==> src/hw/rtl/msnco_pkg.sv <==
`default_nettype none
// ----------------------------------------------------------------------------
// msnco_pkg
// Shared widths, register indexes and the configuration bundle for the
// multichannel sawtooth oscillator.
// ----------------------------------------------------------------------------
package msnco_pkg;

    // field widths
    localparam int unsigned CH_W       = 3;
    localparam int unsigned FREQ_W     = 32;
    localparam int unsigned PHASE_W    = 32;
    localparam int unsigned SAMPLE_W   = 24;
    localparam int unsigned COUNT_W    = 4;
    localparam int unsigned CFG_DATA_W = 32;
    localparam int unsigned CFG_IDX_W  = 4;

    // fraction bits of the frequency input
    localparam int unsigned FREQ_FRAC = 12;

    typedef logic [CFG_IDX_W-1:0]  cfg_index_t;
    typedef logic [CFG_DATA_W-1:0] cfg_data_t;

    // register indexes
    localparam cfg_index_t REG_CHANNEL_COUNT  = 4'd0;
    localparam cfg_index_t REG_CHANNEL_OFFSET = 4'd1;
    localparam cfg_index_t REG_RATE_SCALE     = 4'd2;
    localparam cfg_index_t REG_BIPOLAR_MODE   = 4'd3;

    // register reset values
    localparam logic [COUNT_W-1:0] RST_CHANNEL_COUNT  = 4'd2;
    localparam logic [PHASE_W-1:0] RST_CHANNEL_OFFSET = 32'h8000_0000;
    localparam logic [PHASE_W-1:0] RST_RATE_SCALE     = 32'd89478;
    localparam logic               RST_BIPOLAR_MODE   = 1'b1;

    // bipolar output midpoint in Q1.23
    localparam logic [SAMPLE_W-1:0] BIPOLAR_BIAS = 24'h80_0000;

    // decoded configuration seen by the datapath
    typedef struct packed {
        logic [COUNT_W-1:0] last_ch;
        logic [PHASE_W-1:0] offset_step;
        logic [PHASE_W-1:0] rate_scale;
        logic               bipolar;
    } cfg_t;

endpackage : msnco_pkg
`default_nettype wire

==> src/hw/rtl/msnco_acc_ram.sv <==
`default_nettype none
// ----------------------------------------------------------------------------
// msnco_acc_ram
// Phase accumulator store: one write port, one read port, registered read.
// ----------------------------------------------------------------------------
module msnco_acc_ram #(
    parameter int unsigned DEPTH = 8,
    localparam int unsigned AW = (DEPTH > 1) ? $clog2(DEPTH) : 1
) (
    input  wire logic                           aclk,
    input  wire logic                           wr_en,
    input  wire logic [AW-1:0]                  wr_addr,
    input  wire logic [msnco_pkg::PHASE_W-1:0]  wr_data,
    input  wire logic                           rd_en,
    input  wire logic [AW-1:0]                  rd_addr,
    output logic      [msnco_pkg::PHASE_W-1:0]  rd_data
);
    import msnco_pkg::*;

    logic [PHASE_W-1:0] mem [DEPTH];

    // write port
    always_ff @(posedge aclk) begin
        if (wr_en) begin
            mem[wr_addr] <= wr_data;
        end
    end

    // read port, old data on a same-address write
    always_ff @(posedge aclk) begin
        if (rd_en) begin
            rd_data <= mem[rd_addr];
        end
    end

endmodule : msnco_acc_ram
`default_nettype wire

==> src/hw/rtl/msnco_cfg_regs.sv <==
`default_nettype none
// ----------------------------------------------------------------------------
// msnco_cfg_regs
// Configuration registers, channel count clamping and the clear strobe
// raised when the channel count is written.
// ----------------------------------------------------------------------------
module msnco_cfg_regs #(
    parameter int unsigned MAX_CHANNELS = 8
) (
    input  wire logic                   aclk,
    input  wire logic                   aresetn,
    input  wire logic                   cfg_wr_en,
    input  wire msnco_pkg::cfg_index_t  cfg_wr_index,
    input  wire msnco_pkg::cfg_data_t   cfg_wr_data,
    output msnco_pkg::cfg_t             cfg,
    output logic                        count_wr
);
    import msnco_pkg::*;

    localparam logic [6:0] MAX_C = 7'(MAX_CHANNELS);

    logic [COUNT_W-1:0] count_reg;
    logic [PHASE_W-1:0] offset_reg;
    logic [PHASE_W-1:0] rate_reg;
    logic               bipolar_reg;
    logic [6:0]         count_lo;
    logic [6:0]         count_eff;

    // register writes
    always_ff @(posedge aclk) begin
        if (!aresetn) begin
            count_reg   <= RST_CHANNEL_COUNT;
            offset_reg  <= RST_CHANNEL_OFFSET;
            rate_reg    <= RST_RATE_SCALE;
            bipolar_reg <= RST_BIPOLAR_MODE;
        end else if (cfg_wr_en) begin
            unique case (cfg_wr_index)
                REG_CHANNEL_COUNT:  count_reg   <= cfg_wr_data[COUNT_W-1:0];
                REG_CHANNEL_OFFSET: offset_reg  <= cfg_wr_data[PHASE_W-1:0];
                REG_RATE_SCALE:     rate_reg    <= cfg_wr_data[PHASE_W-1:0];
                REG_BIPOLAR_MODE:   bipolar_reg <= cfg_wr_data[0];
                default: ;
            endcase
        end
    end

    // a count write clears every accumulator
    assign count_wr = cfg_wr_en && (cfg_wr_index == REG_CHANNEL_COUNT);

    // active count held to 1..MAX_CHANNELS
    always_comb begin
        count_lo  = (count_reg == '0) ? 7'd1 : 7'(count_reg);
        count_eff = (count_lo > MAX_C) ? MAX_C : count_lo;
    end

    assign cfg.last_ch     = COUNT_W'(count_eff - 7'd1);
    assign cfg.offset_step = offset_reg;
    assign cfg.rate_scale  = rate_reg;
    assign cfg.bipolar     = bipolar_reg;

endmodule : msnco_cfg_regs
`default_nettype wire

==> src/hw/rtl/multichannel_sawtooth_nco.sv <==
`default_nettype none
// ----------------------------------------------------------------------------
// multichannel_sawtooth_nco
// Per-channel phase accumulator sawtooth oscillator. Accumulators live in a
// small synchronous RAM, read on accept, updated and written back two stages
// later, with forwarding between in-flight beats of the same channel.
//
//   port    dir  handshake        payload
//   s_*     in   s_valid/s_ready  channel, frequency, phase_offset, reset_now
//   m_*     out  m_valid/m_ready  sample (Q1.23)
//   cfg_*   in   cfg_wr_en        cfg_wr_index, cfg_wr_data
//
// One beat per cycle sustained while m_ready stays high; each beat passes through
// stage 1 (read/multiply), stage 2 (accumulate) and stage 3 (phase sum into the output register).
// Each stage advances whenever the stage after it is empty or moving, so
// input is taken while a sample waits on m_ready, as long as an earlier stage is empty.
// Reset clears the per-channel valid bits at once: no clearing pass.
// ----------------------------------------------------------------------------
module multichannel_sawtooth_nco #(
    parameter int unsigned MAX_CHANNELS = 8
) (
    input  wire logic                                 aclk,
    input  wire logic                                 aresetn,
    // input beats
    input  wire logic                                 s_valid,
    output logic                                      s_ready,
    input  wire logic        [msnco_pkg::CH_W-1:0]    s_channel,
    input  wire logic signed [msnco_pkg::FREQ_W-1:0]  s_frequency,
    input  wire logic        [msnco_pkg::PHASE_W-1:0] s_phase_offset,
    input  wire logic                                 s_reset_now,
    // output beats
    output logic                                      m_valid,
    input  wire logic                                 m_ready,
    output logic signed      [msnco_pkg::SAMPLE_W-1:0] m_sample,
    // configuration
    input  wire logic                                 cfg_wr_en,
    input  wire msnco_pkg::cfg_index_t                cfg_wr_index,
    input  wire msnco_pkg::cfg_data_t                 cfg_wr_data
);
    import msnco_pkg::*;

    localparam int unsigned AW = (MAX_CHANNELS > 1) ? $clog2(MAX_CHANNELS) : 1;
    localparam int unsigned PROD_W = 2 * PHASE_W - 1;

    cfg_t               cfg;
    logic               count_wr;

    // handshake chain
    logic               s1_valid_reg, s2_valid_reg, s3_valid_reg, out_valid_reg;
    logic               out_take, s3_ready, s2_ready, s1_ready;
    logic               accept, s1_fire, s2_fire, s3_fire;

    // accept-side decode
    logic [COUNT_W-1:0] ch_ext;
    logic [COUNT_W-1:0] ch_sel;
    logic [AW-1:0]      idx_in;

    // stage 1
    logic [CH_W-1:0]    ch1_reg;
    logic [FREQ_W-2:0]  freq1_reg;
    logic [PHASE_W-1:0] poff1_reg;
    logic               rst1_reg;
    logic               rdv1_reg;
    logic               byp1_reg;
    logic [PHASE_W-1:0] bypd1_reg;
    logic [AW-1:0]      idx1;
    logic [PHASE_W-1:0] mem_rd;
    logic [PHASE_W-1:0] base1;
    logic [PHASE_W-1:0] base1_fwd;
    logic [PROD_W-1:0]  inc_prod;
    logic [PHASE_W+CH_W-1:0] choff_prod;

    // stage 2
    logic [AW-1:0]      idx2_reg;
    logic [PHASE_W-1:0] base2_reg;
    logic [PHASE_W-1:0] inc2_reg;
    logic [PHASE_W-1:0] offs2_reg;
    logic [PHASE_W-1:0] acc2;

    // stage 3
    logic [PHASE_W-1:0] acc3_reg;
    logic [PHASE_W-1:0] offs3_reg;
    logic [PHASE_W-1:0] phase3;
    logic [SAMPLE_W-1:0] sample3;

    // output
    logic [SAMPLE_W-1:0] sample_reg;

    // per-channel written flags
    logic [MAX_CHANNELS-1:0] vbits_reg;

    msnco_cfg_regs #(
        .MAX_CHANNELS (MAX_CHANNELS)
    ) u_cfg (
        .aclk         (aclk),
        .aresetn      (aresetn),
        .cfg_wr_en    (cfg_wr_en),
        .cfg_wr_index (cfg_wr_index),
        .cfg_wr_data  (cfg_wr_data),
        .cfg          (cfg),
        .count_wr     (count_wr)
    );

    msnco_acc_ram #(
        .DEPTH   (MAX_CHANNELS)
    ) u_acc_ram (
        .aclk    (aclk),
        .wr_en   (s2_fire),
        .wr_addr (idx2_reg),
        .wr_data (acc2),
        .rd_en   (accept),
        .rd_addr (idx_in),
        .rd_data (mem_rd)
    );

    // stage handshakes: a stage moves when the next is empty or moving
    always_comb begin
        out_take = !out_valid_reg || m_ready;
        s3_ready = !s3_valid_reg || out_take;
        s2_ready = !s2_valid_reg || s3_ready;
        s1_ready = !s1_valid_reg || s2_ready;
        accept   = s_valid && s1_ready;
        s1_fire  = s1_valid_reg && s2_ready;
        s2_fire  = s2_valid_reg && s3_ready;
        s3_fire  = s3_valid_reg && out_take;
    end

    assign s_ready = s1_ready;
    assign m_valid = out_valid_reg;
    assign m_sample = signed'(sample_reg);

    always_ff @(posedge aclk) begin
        if (!aresetn) begin
            s1_valid_reg  <= 1'b0;
            s2_valid_reg  <= 1'b0;
            s3_valid_reg  <= 1'b0;
            out_valid_reg <= 1'b0;
        end else begin
            if (s1_ready) s1_valid_reg  <= s_valid;
            if (s2_ready) s2_valid_reg  <= s1_valid_reg;
            if (s3_ready) s3_valid_reg  <= s2_valid_reg;
            if (out_take) out_valid_reg <= s3_valid_reg;
        end
    end

    // channel clamp to the last active channel
    always_comb begin
        ch_ext = COUNT_W'(s_channel);
        ch_sel = (ch_ext > cfg.last_ch) ? cfg.last_ch : ch_ext;
        idx_in = AW'(ch_sel);
    end

    // accumulator written flags, cleared by reset and count writes
    always_ff @(posedge aclk) begin
        if (!aresetn || count_wr) begin
            vbits_reg <= '0;
        end else if (s2_fire) begin
            vbits_reg[idx2_reg] <= 1'b1;
        end
    end

    // stage 1 payload, captured on accept
    always_ff @(posedge aclk) begin
        if (accept) begin
            ch1_reg   <= ch_sel[CH_W-1:0];
            freq1_reg <= s_frequency[FREQ_W-1] ? '0 : s_frequency[FREQ_W-2:0];
            poff1_reg <= s_phase_offset;
            rst1_reg  <= s_reset_now;
            rdv1_reg  <= vbits_reg[idx_in];
        end
    end

    assign idx1 = AW'(ch1_reg);

    // catch write-backs to this channel that the ram read missed
    always_ff @(posedge aclk) begin
        if (accept) begin
            byp1_reg  <= s2_fire && (idx2_reg == idx_in);
            bypd1_reg <= acc2;
        end else if (s2_fire && (idx2_reg == idx1)) begin
            byp1_reg  <= 1'b1;
            bypd1_reg <= acc2;
        end
    end

    // stage 1: resolve base, form increment and channel offset
    always_comb begin
        base1      = byp1_reg ? bypd1_reg : (rdv1_reg ? mem_rd : '0);
        base1_fwd  = (s2_fire && (idx2_reg == idx1)) ? acc2 : base1;
        inc_prod   = PROD_W'(freq1_reg) * PROD_W'(cfg.rate_scale);
        choff_prod = (PHASE_W+CH_W)'(ch1_reg) * (PHASE_W+CH_W)'(cfg.offset_step);
    end

    always_ff @(posedge aclk) begin
        if (s1_fire) begin
            idx2_reg  <= idx1;
            base2_reg <= rst1_reg ? '0 : base1_fwd;
            inc2_reg  <= inc_prod[FREQ_FRAC +: PHASE_W];
            offs2_reg <= choff_prod[PHASE_W-1:0] + poff1_reg;
        end
    end

    // stage 2: accumulate, written back as the beat moves on
    assign acc2 = base2_reg + inc2_reg;

    always_ff @(posedge aclk) begin
        if (s2_fire) begin
            acc3_reg  <= acc2;
            offs3_reg <= offs2_reg;
        end
    end

    // stage 3: output phase and Q1.23 formatting
    always_comb begin
        phase3 = acc3_reg + offs3_reg;
        if (cfg.bipolar) begin
            sample3 = phase3[PHASE_W-1 -: SAMPLE_W] - BIPOLAR_BIAS;
        end else begin
            sample3 = {1'b0, phase3[PHASE_W-1 -: SAMPLE_W-1]};
        end
    end

    always_ff @(posedge aclk) begin
        if (s3_fire) begin
            sample_reg <= sample3;
        end
    end

endmodule : multichannel_sawtooth_nco
`default_nettype wire

==> config.mk <==
export PLATFORM = sky130hd
export DESIGN_NAME = multichannel_sawtooth_nco
export DESIGN_NICKNAME = d
export VERILOG_FILES = /design/src/hw/rtl/msnco_pkg.sv /design/src/hw/rtl/msnco_acc_ram.sv /design/src/hw/rtl/msnco_cfg_regs.sv /design/src/hw/rtl/multichannel_sawtooth_nco.sv
export SDC_FILE = /design/constraint.sdc
export NUM_CORES = 2
export LEC_CHECK = 0
export ABC_AREA = 1
export BUFFER_PORTS_ARGS = -buffer_cell sky130_fd_sc_hd__buf_4
export CAP_MARGIN = 10
export CORE_AREA = 2 2 315 317
export CTS_CLUSTER_SIZE = 30
export DETAILED_ROUTE_END_ITERATION = 10
export DIE_AREA = 0 0 317 319
export GPL_TIMING_DRIVEN = 0
export PLACE_DENSITY_LB_ADDON = 0.1
export SYNTH_ARGS = -nofsm -noshare
export SYNTH_HDL_FRONTEND = slang
export SYNTH_SLANG_ARGS = --single-unit
==> constraint.sdc <==
create_clock -name aclk -period 7.4 [get_ports aclk]
set_input_delay 1.48 -clock aclk [delete_from_list [all_inputs] [get_ports aclk]]
set_output_delay 1.48 -clock aclk [all_outputs]
set_load 0.03 [all_outputs]
; ---- Yosys cells after proc, flatten, opt, wreduce, memory -nomap -nowiden
; Memories as Yosys holds them, arrays and structs flattened. A register that Yosys moved wholly into a read port is not among the register bits.
; Cells that the tools add are included.
[word_totals]
rom_bits = 0
memories = 1
in_bits = 109
ram_bits = 256
output_inout_bits = 26
latch_bits = 0
word_cells = 85
regBits = 369
[op_classes]
magnitude_cmp = 5
n_addsub = 5
multipliers = 2
reduce_logical = 25
div = 0
eq_ne = 5
mux = 17
n_shift = 0
n_bitwise = 1
[memory_table]
columns = memory, depth, width, read_ports, rd_clocked_by_memory_dff, wr, line_no
row1 = u_acc_ram.mem, 8, 32, 1, 1, 1, msnco_acc_ram.sv:20  ; logic [PHASE_W-1:0] mem [DEPTH];
[ops]
columns = op, count
row1 = 32-bit 2-to-1 mux, 5
row2 = 32-bit adder, 3
row3 = 31-bit by 32-bit multiplier with 44-bit output, 1
row4 = 3-bit by 32-bit multiplier with 32-bit output, 1
row5 = "24-bit subtractor, second input constant", 1
row6 = 23-bit 2-to-1 mux, 1
row7 = "4-bit by 2-bit == test with 1-bit output, second input constant", 2
row8 = 1-bit logical AND, 8
row9 = 4-bit logical NOT, 2
row10 = "3-bit by 4-bit less-than comparator with 1-bit output, second input constant", 2
row11 = 4-bit 2-to-1 mux, 2
row12 = 8-bit OR, 1
row13 = 2-bit AND reduction, 4
row14 = "7-bit by 4-bit greater-than comparator with 1-bit output, second input constant", 1
row15 = 3-bit == test, 2
row16 = 1-bit 2-to-1 mux, 6
row17 = 1-bit logical NOT, 5
row18 = 1-bit logical OR, 5
row19 = "4-bit by 1-bit == test with 1-bit output, second input constant", 1
row20 = 3-bit by 4-bit greater-than comparator with 1-bit output, 1
row21 = "4-bit by 1-bit subtractor with 4-bit output, second input constant", 1
row22 = 1-bit binary-select mux with 3-bit select, 1
row23 = 1-bit demux with 3-bit select, 1
row24 = "3-bit by 1-bit greater-or-equal comparator with 1-bit output, second input constant", 1
row25 = 2 further kinds, 2

; ---- Logic depth before layout (Yosys ltp)
[logic_depth]
depth_word = 10
mapped_depth = 33
depth_no_buf = 31

; ---- Modules after synthesis
; Synthesis repeated with hierarchy kept, for this count alone.
[hier_totals]
hier_cells = 7069
hier_area_um2 = 59898.7
[by_module_without_submodules]
columns = mod, seq_area_each_um2, area_each_um2, instances, cells_per_inst
row1 = multichannel_sawtooth_nco, 8888.5, 44486.4, 1, 5438
row2 = msnco_acc_ram, 8648.3, 12192.9, 1, 1156
row3 = msnco_cfg_regs, 1381.3, 3219.3, 1, 475

; ---- Worst setup path after synthesis
; OpenSTA, ideal clock, no wires.
[synth_path]
kind = input to register
start = input m_ready
end = register byp1_reg (data pin)
path_buffers = 0
arrival_ns = 6.205
slack_ns = 0.724
stages = 9
required_time_ns = 6.929
setup_ns = 0.471
cell_sequence = nor2_1 -> inv_1 -> nor2_1 -> inv_1 -> nor2_1 -> inv_1 -> nor2_1 -> nor2_1 -> o21ai_1
[synth_via]
elab_chain_cells = 6
elab_cells_between_ends = 8
cone_classes = 1 x mux / 7 x reduce/logical
[synth_rtl]
columns = item, line_no
row1 = from (decl), multichannel_sawtooth_nco.sv:33  ; input wire logic m_ready,
row2 = 1-bit logical OR, multichannel_sawtooth_nco.sv:118  ; out_take = !out_valid_reg || m_ready;
row3 = 1-bit logical OR, multichannel_sawtooth_nco.sv:119  ; s3_ready = !s3_valid_reg || out_take;
row4 = 1-bit logical OR, multichannel_sawtooth_nco.sv:120  ; s2_ready = !s2_valid_reg || s3_ready;
row5 = 1-bit logical OR, multichannel_sawtooth_nco.sv:121  ; s1_ready = !s1_valid_reg || s2_ready;
row6 = 1-bit logical AND, multichannel_sawtooth_nco.sv:122  ; accept = s_valid && s1_ready;
row7 = named net accept, multichannel_sawtooth_nco.sv:51  ; logic accept, s1_fire, s2_fire, s3_fire;
row8 = 1-bit 2-to-1 mux, multichannel_sawtooth_nco.sv:177  ; if (accept) begin
row9 = to (signal assigned), multichannel_sawtooth_nco.sv:178  ; byp1_reg <= s2_fire && (idx2_reg == idx_in);
row10 = to (decl), multichannel_sawtooth_nco.sv:64  ; logic byp1_reg;
; The timed path passes the listed nets, and every way through them passes these cells.
; A chain may end at the register's enable or synchronous reset.

; ---- Worst setup path in the final report
[layout_path]
start = register freq1_reg[10]
end = register inc2_reg[29] (data pin)
[layout_via]
elab_chain_cells = 1
[layout_rtl]
columns = item, line_no
row1 = from (decl), multichannel_sawtooth_nco.sv:60  ; logic [FREQ_W-2:0] freq1_reg;
row2 = from (signal assigned), multichannel_sawtooth_nco.sv:166  ; freq1_reg <= s_frequency[FREQ_W-1] ? '0 : s_frequency[FREQ_W-2:0];
row3 = 31-bit by 32-bit multiplier with 44-bit output, multichannel_sawtooth_nco.sv:190  ; inc_prod = PROD_W'(freq1_reg) * PROD_W'(cfg.rate_scale);
row4 = named net inc_prod[41], multichannel_sawtooth_nco.sv:70  ; logic [PROD_W-1:0] inc_prod;
row5 = to (signal assigned), multichannel_sawtooth_nco.sv:198  ; inc2_reg <= inc_prod[FREQ_FRAC +: PHASE_W];
row6 = to (decl), multichannel_sawtooth_nco.sv:76  ; logic [PHASE_W-1:0] inc2_reg;
; The timed path passes the listed nets, and every way through them passes these cells.

==> reports/metrics.yaml <==
cts_made_buffers: 71
fmax_mhz: 137
drcViolationCount: 0
globalRouteTotalUtil_pct: 39.1
drt-vias-per-instance: 5.68
clk_pin_slew_ns: 0.06
finalSetupViolCount: 0
cp.buffers_inverters: 8
ant_nets: 0
core.rowCount: 115
area_growth_pct: 11.4
avgSynthCellArea_um2: 8.77
fin_crit_sh_pct: 98.9
place_congestion: 1.07
wirelength_um: 193000
place_area_um2: 61200
worstMarginPinSlew_ns: 1.24
largest_reg_flops: 256
grt_pass1_wl_um: 288000
cp_slowest_cell: "fa_1"
clock-sinks: 657
grt_pass1_vias: 46470
drt_pre_antenna_iters: 8
cp-start-kind: "flop"
antenna_found_initial: 5
synth_nets: 7741
cts.path.max_buffers: 3
grt_overflow: 0
cpPeakStageDelay_ns: 0.59
dpl.hpwl_um: 155000
ir_worst_vdd_v: 0.000729
die_x_um: 317
path_class: "reg2reg"
cts_tree: "yes"
slew_viol_final: 0
setup_ws_ns: 0.0849
stdcell_area_um2: 64700
crit_path_end_kind: "flop"
grt_max_degree: 67
worstReg2RegStart: "freq1_reg[10]"
yosysWarnings: 0
dieArea_um2: 101000
final-hold-violation-count: 0
io_pins: 135
worstHoldPathCells: 0
layout-drive-gt1-share_pct: 8.75
nets: 7996
crit_family: "adder cells"
seq_area_frac_synth_pct: 32.6
synth-async-reset-ratio_pct: 0
cp_common_cell: "inv_1"
regMostFlops: "u_acc_ram.mem"
total_power_mw: 30.1
maxSlewHeadroom_pct: 17.1
holdPathEnd: "offs3_reg[21]"
period_minus_slack_ns: 7.32
die_h_um: 319
io_buffer_count: 134
vias: 46705
drv_cap: 0
critPathMaxFanout: 8
ff2ff_path_depth: 25
syn-instance-count: 6623
reg2reg_to: "inc2_reg[29]"
synth_edf_count: 576
ys.flop_type: "edfxtp_1"
ys_ff_latch: 657
grt_setup_unrepaired: "yes"
post_drt_wl_per_cell_um: 23.5
status: "completed"
powerDensity_nw_per_um2: 465
hp-class: "reg2reg"
pre_cts_slack_ns: -1.19
cts_hold_buf: 0
root_buffer: "clkbuf_16"
synth_area_um2: 58100
clock_latency_ns: 0.67
r2r_slack_ns: 0.08
initial_core_util_pct: 59.5
finish.utilization_pct: 66.3
cp.required_ns: 7.76
htreeDepth: 3
finClkSkew_ns: 0.0600
design.core.area_um2: 97700
drt_iter0_drc: 5129
power_leakage_nw: 32.4
fin_setup_tns_ns: 0
cp.arrival_ns: 7.68
synthDistinctLibCells: 48
hp-start: "offs2_reg[21]"
worst reg2reg max path, delay by kind of cell, from the launching register on:
family / cells / cell delay, ns
adder cells (fa/ha/maj): 9 / 4.62
buffers and inverters: 8 / 0.72
flip-flops: 1 / 0.58
AND/OR/NAND/NOR: 8 / 1.08
routing by layer:
metal	track usage [%]	wire length (um)	vias up
met3	9.48	22400	670
li1	-	-	20699
met5	0	38	-
met4	22.4	13700	6
met2	59.3	84600	2780
met1	51.6	72600	22550
through the flow:
step	cells	hold slack [ns]
global route	8221	0.416
floorplan	6623	0.400
finish	8223	0.410
global placement	8044	0.402
detailed placement	8063	0.405
CTS	8204	0.409
layout by cell type (no fill, tap or decap), drive strengths merged, types with 4 or more instances in the layout:
cell type and n:
xnor2 29, edfxtp 576, a22oi 27, o21ai 293, or2 45, a21boi 16, dfxtp 81, nor4 7
nor3 28, nand3 211, clkbuf 221, o21a 7, nor2 439, a21oi 195, xor2 61, nand4 33
clkinv 22, nand3b 20, a221oi 4, o21bai 28, buf 322, a21o 18, ha 252, nand2 1740
o211ai 5, fa 757, inv 1455, bufinv 6, a31oi 12, clkinvlp 4, and3 6
kinds of logic (layout without fill, tap and decap cells):
kind of cell	after synthesis	count (layout)	share of synthesized area, %
xor+xnor	90	90	1.36
fa+ha+maj	1009	1009	31.5
buf+inv	1719	2030	11.2
simple gates	2531	2531	17.4
other cells	0	2	0
flops	657	657	32.6
compound gates	617	617	5.92
cell type report:
class | instances | area, um2
Fill cell | 8082 | 33000
Multi-Input combinational cell | 4247 | 32900
Sequential cell | 657 | 19000
Inverter | 1450 | 5450
Clock buffer | 92 | 1890
Timing Repair Buffer | 211 | 1850
Buffer | 240 | 1690
Tap cell | 1287 | 1610
Clock inverter | 37 | 364
Antenna cell | 2 | 5.00
report_power, final:
part / switching [mW] / internal (mW)
clock network: 1.51 / 2.02
registers: 0.171 / 5.62
logic: 14.1 / 6.74
worst max-delay path by stage:
| stage | start | end | slack [ns] | depth (start not counted) |
|---|---|---|---|---|
| global route | freq1_reg[10] | inc2_reg[31] | -0.06 | 29 |
| detailed placement | u_cfg.rate_reg[16] | inc2_reg[19] | -1.19 | 26 |
| global placement | m_ready | byp1_reg | -3.29 | 10 |
| CTS | freq1_reg[7] | inc2_reg[31] | -0.00001 | 29 |
| floorplan | m_ready | byp1_reg | 0.72 | 9 |
| finish | freq1_reg[10] | inc2_reg[29] | 0.08 | 25 |
what timing repair did:
action,CTS,global route
buffers inserted,30,27
gates resized for setup,237,266
setup endpoints to repair,24,21
pin swaps,0,11
Yosys cell counts, types with 2 or more instances:
| library cell | count | area, um2 |
|---|---|---|
| nand2_1 | 1738 | 6520 |
| inv_1 | 1447 | 5430 |
| fa_1 | 757 | 15200 |
| edfxtp_1 | 576 | 17300 |
| nor2_1 | 439 | 1650 |
| ha_1 | 252 | 3150 |
| o21ai_0 | 231 | 1160 |
| clkbuf_1 | 215 | 807 |
| nand3_1 | 211 | 1060 |
| a21oi_1 | 195 | 976 |
| dfxtp_1 | 81 | 1620 |
| xor2_1 | 61 | 534 |
| o21ai_1 | 59 | 295 |
| or2_2 | 42 | 263 |
| nand4_1 | 33 | 206 |
| buf_2 | 31 | 155 |
| xnor2_1 | 29 | 254 |
| nor3_1 | 28 | 140 |
| a22oi_1 | 27 | 203 |
| o21bai_1 | 27 | 203 |
| nand3b_1 | 20 | 150 |
| a21o_1 | 18 | 135 |
| a21boi_0 | 16 | 120 |
| buf_1 | 14 | 52.6 |
| a31oi_1 | 12 | 75.1 |
| nor4_1 | 7 | 43.8 |
| o21a_1 | 7 | 52.6 |
| and3_1 | 6 | 37.5 |
| buf_4 | 5 | 37.5 |
| a221oi_1 | 4 | 35.0 |
| o211ai_1 | 4 | 30.0 |
| a211oi_1 | 3 | 22.5 |
| buf_6 | 3 | 33.8 |
| o221ai_1 | 3 | 26.3 |
| o31ai_1 | 3 | 22.5 |
| or2_1 | 3 | 18.8 |
| inv_2 | 2 | 7.51 |
| nand2_2 | 2 | 12.5 |
| o21ai_2 | 2 | 17.5 |
| o21ba_2 | 2 | 20.0 |
Note: power is estimated with default switching activity, not from simulation.
